===== config.mk =====
export PLATFORM = sky130hd
export DESIGN_NAME = lap3_cell
export DESIGN_NICKNAME = d
export VERILOG_FILES = /design/src/rtl/lap3_pkg.sv /design/src/rtl/lap3_cell.sv
export SDC_FILE = /design/constraint.sdc
export NUM_CORES = 1
export LEC_CHECK = 0
export BUFFER_PORTS_ARGS = -buffer_cell sky130_fd_sc_hd__buf_2
export CORE_MARGIN = 5
export CORE_UTILIZATION = 46
export DETAILED_ROUTE_END_ITERATION = 6
export PLACE_DENSITY = 0.66
export SETUP_SLACK_MARGIN = 0.2
export SLEW_MARGIN = 20
export SYNTH_ARGS = -nofsm -noshare
export SYNTH_HDL_FRONTEND = slang
export SYNTH_SLANG_ARGS = --single-unit

===== constraint.sdc =====
create_clock -name clock -period 13 [get_ports clock]
set_input_delay 3.9 -clock clock [delete_from_list [all_inputs] [get_ports clock]]
set_output_delay 3.9 -clock clock [all_outputs]
set_load 0.05 [all_outputs]

===== src/rtl/lap3_pkg.sv =====
// ----------------------------------------------------------------------------
// lap3_pkg
// Shared constants and types of the 3x3 Laplacian convolution core.
// ----------------------------------------------------------------------------
package lap3_pkg;

   localparam int MAX_WIDTH  = 4096;
   localparam int MAX_HEIGHT = 4096;
   localparam int ADDR_W     = $clog2(MAX_WIDTH);
   localparam int PIX_W      = 8;
   localparam int POS_W      = 12;
   localparam int CFG_W      = 13;
   localparam int SUM3_W     = PIX_W + 2;

   localparam logic [CFG_W-1:0] MIN_SIZE       = CFG_W'(3);
   localparam logic [CFG_W-1:0] MAX_WIDTH_VAL  = CFG_W'(MAX_WIDTH);
   localparam logic [CFG_W-1:0] MAX_HEIGHT_VAL = CFG_W'(MAX_HEIGHT);
   localparam logic [CFG_W-1:0] WIDTH_RESET    = CFG_W'(640);
   localparam logic [CFG_W-1:0] HEIGHT_RESET   = CFG_W'(480);

   localparam logic CSR_IMAGE_WIDTH  = 1'b0;
   localparam logic CSR_IMAGE_HEIGHT = 1'b1;

   typedef struct packed {
      logic [PIX_W-1:0]  pixel;
      logic [ADDR_W-1:0] col;
      logic [POS_W-1:0]  out_row;
      logic [POS_W-1:0]  out_col;
      logic              produce;
      logic              last;
   } stage_type;

endpackage


===== src/rtl/lap3_cell.sv =====
// ----------------------------------------------------------------------------
// lap3_cell
// One window row: two pixel registers shifted by the incoming sample. The
// row adds its three taps and, for the center row, takes nine times the
// middle tap off that sum.
// ----------------------------------------------------------------------------
module lap3_cell
   import lap3_pkg::*;
(
   input  logic                    clock,
   input  logic                    reset,
   input  logic                    shift_en,
   input  logic                    center_row,
   input  logic [PIX_W-1:0]        tap_in,
   output logic signed [POS_W:0]   row_sum
);

   logic [PIX_W-1:0]  old_ff;
   logic [PIX_W-1:0]  new_ff;
   logic [SUM3_W-1:0] sum3;
   logic [POS_W-1:0]  mid9;
   logic [POS_W:0]    center_term;

   always_ff @(posedge clock) begin
      if (reset) begin
         old_ff <= '0;
         new_ff <= '0;
      end else if (shift_en) begin
         old_ff <= new_ff;
         new_ff <= tap_in;
      end
   end

   assign sum3        = SUM3_W'(old_ff) + SUM3_W'(new_ff) + SUM3_W'(tap_in);
   assign mid9        = (POS_W'(new_ff) << 3) + POS_W'(new_ff);
   assign center_term = center_row ? {1'b0, mid9} : '0;
   assign row_sum     = $signed((POS_W+1)'(sum3)) - $signed(center_term);

endmodule


[After elaboration in Yosys (flattened, before gate mapping)]
Cells that the tools add are included.
Word-level totals
  bits in registers: 16
  bits in latches: 0
  RAM bits: 0
  ROM bits: 0
  input port bits: 12
  output and inout port bits: 13
  word-level logic and storage cells: 7
  memories: 0
Operators by class
  add/sub/neg operators: 4
  multipliers: 0
  divide/modulo/power cells: 0
  magnitude comparators: 0
  equal/unequal tests: 0
  shift operators: 0
  mux-type cells: 1
  bitwise operators: 0
  reductions and logical operators: 0
Operators by type and width (count)
  $sub 10x12->13: 1
  $add 11x8->12: 1
  $mux 12: 1
  $add 9x8->10: 1
  $add 8x8->9: 1

[Depth between registers and ports, before layout]
  depth in word-level cells: 3
  mapped depth: 15
  gate-level depth less buffers: 15

[Worst setup path after synthesis]
No wires, ideal clock.
  kind: input to output
  start: in center_row
  end: out row_sum[9]
  arrival time: 7.204 ns
  data required time: 9.100 ns
  slack: 1.896 ns
  cell stages on the path: 13
  buffers on the path: 1
  cell sequence: clkbuf_1 > and2_1 > fa_1 > inv_1 > fa_1 > ha_1 > inv_1 > fa_1 > nand2b_1 > a21oi_1 > nor2b_1 > o21ai_0 > xor2_1
On the way
  longest elaborated chain between the ends: 2
Ends and longest elaborated chain
  start, declared: RTL line lap3_cell.sv:13  | input logic center_row,
  $mux 12: RTL line lap3_cell.sv:36  | assign center_term = center_row ? {1'b0, mid9} : '0;
  $sub 10x12->13: RTL line lap3_cell.sv:37  | assign row_sum = $signed((POS_W+1)'(sum3)) - $signed(center_term);
  end, declared: RTL line lap3_cell.sv:15  | output logic signed [POS_W:0] row_sum
No other way between the ends.

[Worst setup path in the final report]
Ends and elaborated chain as after synthesis.

==> results.sh <==
export IMPL_slowest_stage="fa_1"
export IMPL_start_kind="input pin"
export IMPL_ys_seq_area_frac=0.1869
export IMPL_crit_start="center_row"
export IMPL_regArea_um2=320.3
export IMPL_worstPathArrival_ns=7.03
export IMPL_clock_skew_final_ns=0.0003280
export IMPL_synthAdderAreaFrac=0.3153
export IMPL_maxSlewViolCount=0
export IMPL_crit_chain="buf_2 -> and2_1 -> fa_1 -> inv_1 -> fa_1 -> ha_1 -> inv_1 -> fa_1 -> nand2b_1 -> a21oi_1 -> nor2b_1 -> o21ai_0 -> xor2_1 -> buf_2"
export IMPL_netlist_instances=192
export IMPL_clk_pin_slew_ns=0.06
export IMPL_synthSimpleGateAreaFrac=0.1496
export IMPL_die_h_um=71.05
export IMPL_cts_sinks=16
export IMPL_rows=22
export IMPL_root_buffer="clkbuf_8"
export IMPL_postCtsSetupBuffers=0
export IMPL_io_pins=25
export IMPL_cp_required_ns=9.10
export IMPL_synthTopCellsByArea="fa_1, dfxtp_1, ha_1"
export IMPL_core_area_um2=3633
export IMPL_synth_edff_count=0
export IMPL_clk_latency_ns=0.24
export IMPL_holdBufCountCts=0
export IMPL_multiInputGateArea_um2=1271
export IMPL_crit_path_end_kind="output pin"
export IMPL_drc=0
export IMPL_cts_made_buffers=3
export IMPL_grt_pass1_vias=1275
export IMPL_yosysWarnings=0
export IMPL_vias_per_cell=5.073
export IMPL_filler_cell_count=368
export IMPL_holdCritStartpoint="old_ff[0]$_SDFFE_PP0P_"
export IMPL_finalHoldViolCount=0
export IMPL_grt_max_degree=17
export IMPL_antenna_found_initial=0
export IMPL_relSlewSlack=0.6888
export IMPL_worst_pin_slew_ns=0.4668
export IMPL_first_pass_iters=4
export IMPL_setup_viol=0
export IMPL_vdd_ir_drop_max_mv=0.09308
export IMPL_syn_to_final_growth_pct=11.68
export IMPL_antenna_left=0
export IMPL_synth_ff_type="dfxtp_1"
export IMPL_synth_area_mux_share=0.09343
export IMPL_hpwl_um=2605
export IMPL_dp_cells=259
export IMPL_start_util=0.4718
export IMPL_die_width_um=71.05
export IMPL_cpMostUsedCell="fa_1"
export IMPL_grt_ovfl_total=0
export IMPL_wl_um=3136
export IMPL_dieArea_um2=5047
export IMPL_fmax_mhz=91.47
export IMPL_drv_cap=0
export IMPL_layout_commonest_cell="inv_1"
export IMPL_worstReg2RegStart="new_ff[5]$_SDFFE_PP0P_"
export IMPL_p_per_area_nw_per_um2=155.6
export IMPL_ys_types=38
export IMPL_worstSetupPathType="input pin to output pin"
export IMPL_cts_tree="built"
export IMPL_cts_htree_levels=1
export IMPL_grt_usage=0.1281
export IMPL_cp_slowest_stage_delay_ns=0.50
export IMPL_synth_top_area_share=0.1985
export IMPL_port_buffer_count=24
export IMPL_tns_ns=0
export IMPL_post_drt_wl_per_cell_um=11.97
export IMPL_syn_num_nets=237
export IMPL_gp_congestion=0.7965
export IMPL_hold_path_class="flip-flop to flip-flop"
export IMPL_synth_xor_area_share=0.05109
export IMPL_outcome="finished, final reports clean"
export IMPL_async_flop_share=0
export IMPL_grt_pass1_wl_um=5368
export IMPL_post_cts_resized=0
export IMPL_layoutNonFillerInstCount=262
export IMPL_fin_crit_ns=10.93
export IMPL_synth_compound_area_frac=0.1321
export IMPL_final_period_utilization=0.8409
export IMPL_ys_ff_latch=16
export IMPL_vias=1329
export IMPL_nNetsFinal=261
export IMPL_antenna_cells=0
export IMPL_drive_above_1_share=0.1449
export IMPL_synth_largest_area_cell="fa_1"
export IMPL_clockBufferDepth=2
export IMPL_rsz0062_at_grt="no"
export IMPL_most_common_layout_cells="inv_1, buf_2, nor2_1, fa_1"
export IMPL_hold_ws_ns=0.4908
export IMPL_first_iter_violations=35
export IMPL_p_leak_nw=0.9559
export IMPL_cp_max_fo=14
export IMPL_synth_cell_area_um2=1714
export IMPL_syn_area_per_cell_um2=8.928
export IMPL_synth_top_family_by_area="adder cells"
-- power by group --
group	total [W]	switching [W]	internal (W)	leakage, nW
combinational	0.000207	0.000144	0.0000626	0.803
sequential	0.0000551	0.00000371	0.0000514	0.131
clock	0.0000358	0.0000153	0.0000205	0.0216
total	0.000298	0.000163	0.000134	0.956
-- cell families after synthesis --
kind of cell,after synthesis
AOI/OAI and AO/OA,33
and+or+nand+nor,52
adders and majority gates,33
buffers and inverters,32
xor gates and xnor gates,10
DFF,16
muxes,16
-- per-stage QoR --
| step | setup WS [ns] | instance area [um^2] | util | total power, W |
|---|---|---|---|---|
| 2_1_floorplan | 1.896 | 1714 | - | 0.0002262 |
| 3_3_place_gp | 2.098 | 1873 | 0.5155 | 0.0002643 |
| 3_5_place_dp | 2.084 | 1873 | 0.5155 | 0.0002648 |
| 4_1_cts | 2.057 | 1914 | 0.5269 | 0.0003015 |
| 5_1_grt | 1.896 | 1914 | 0.5269 | 0.0003207 |
| 6_report | 2.068 | 1914 | 0.5269 | 0.0002978 |
-- flip-flops by register name (all words and copies together), names as in the netlist --
| signal | count |
|---|---|
| old_ff | 8 |
| new_ff | 8 |
-- layer usage --
layer  share of wire  wire [um]  vias up  GRT usage
met5               0          0        -          0
met4          0.0041         13        0    0.01879
met3           0.032         99        2    0.02557
met2            0.50       1573       21     0.2348
met1            0.46       1449      616     0.1574
li1                -          -      690          -
-- path summary, 6_finish.rpt --
check / endpoint / slack (ns) / cells past startpoint
worst max-delay path: row_sum[9] / 2.07 / 14
worst max register to register: old_ff[5]$_SDFFE_PP0P_ / 12.18 / 2
worst min register to register: old_ff[0]$_SDFFE_PP0P_ / 0.49 / 2
worst min-delay path: old_ff[0]$_SDFFE_PP0P_ / 0.49 / 2
-- cells in the mapped netlist, types with 4 or more instances --
cell type / count
a21oi_1: 10
and2_1: 4
dfxtp_1: 16
fa_1: 17
ha_1: 16
inv_1: 27
mux2i_1: 16
nand2_1: 11
nor2_1: 23
o21ai_0: 5
xnor2_1: 7
-- layout make-up --
class / count / area share
multi-input cells: 144 / 0.6641
flip-flops and latches: 16 / 0.1673
repair buffers: 24 / 0.06274
inverters: 27 / 0.05294
well taps: 48 / 0.03137
clock buffers: 3 / 0.02157
-- worst max-delay path, delay by kind of cell --
kind            cells  cell delay [ns]
compound gates      2             0.41
xor+xnor            1             0.16
buf+inv             4             0.56
fa+ha+maj           4             1.52
simple gates        3             0.46
Power figures use the tool's default switching activity.
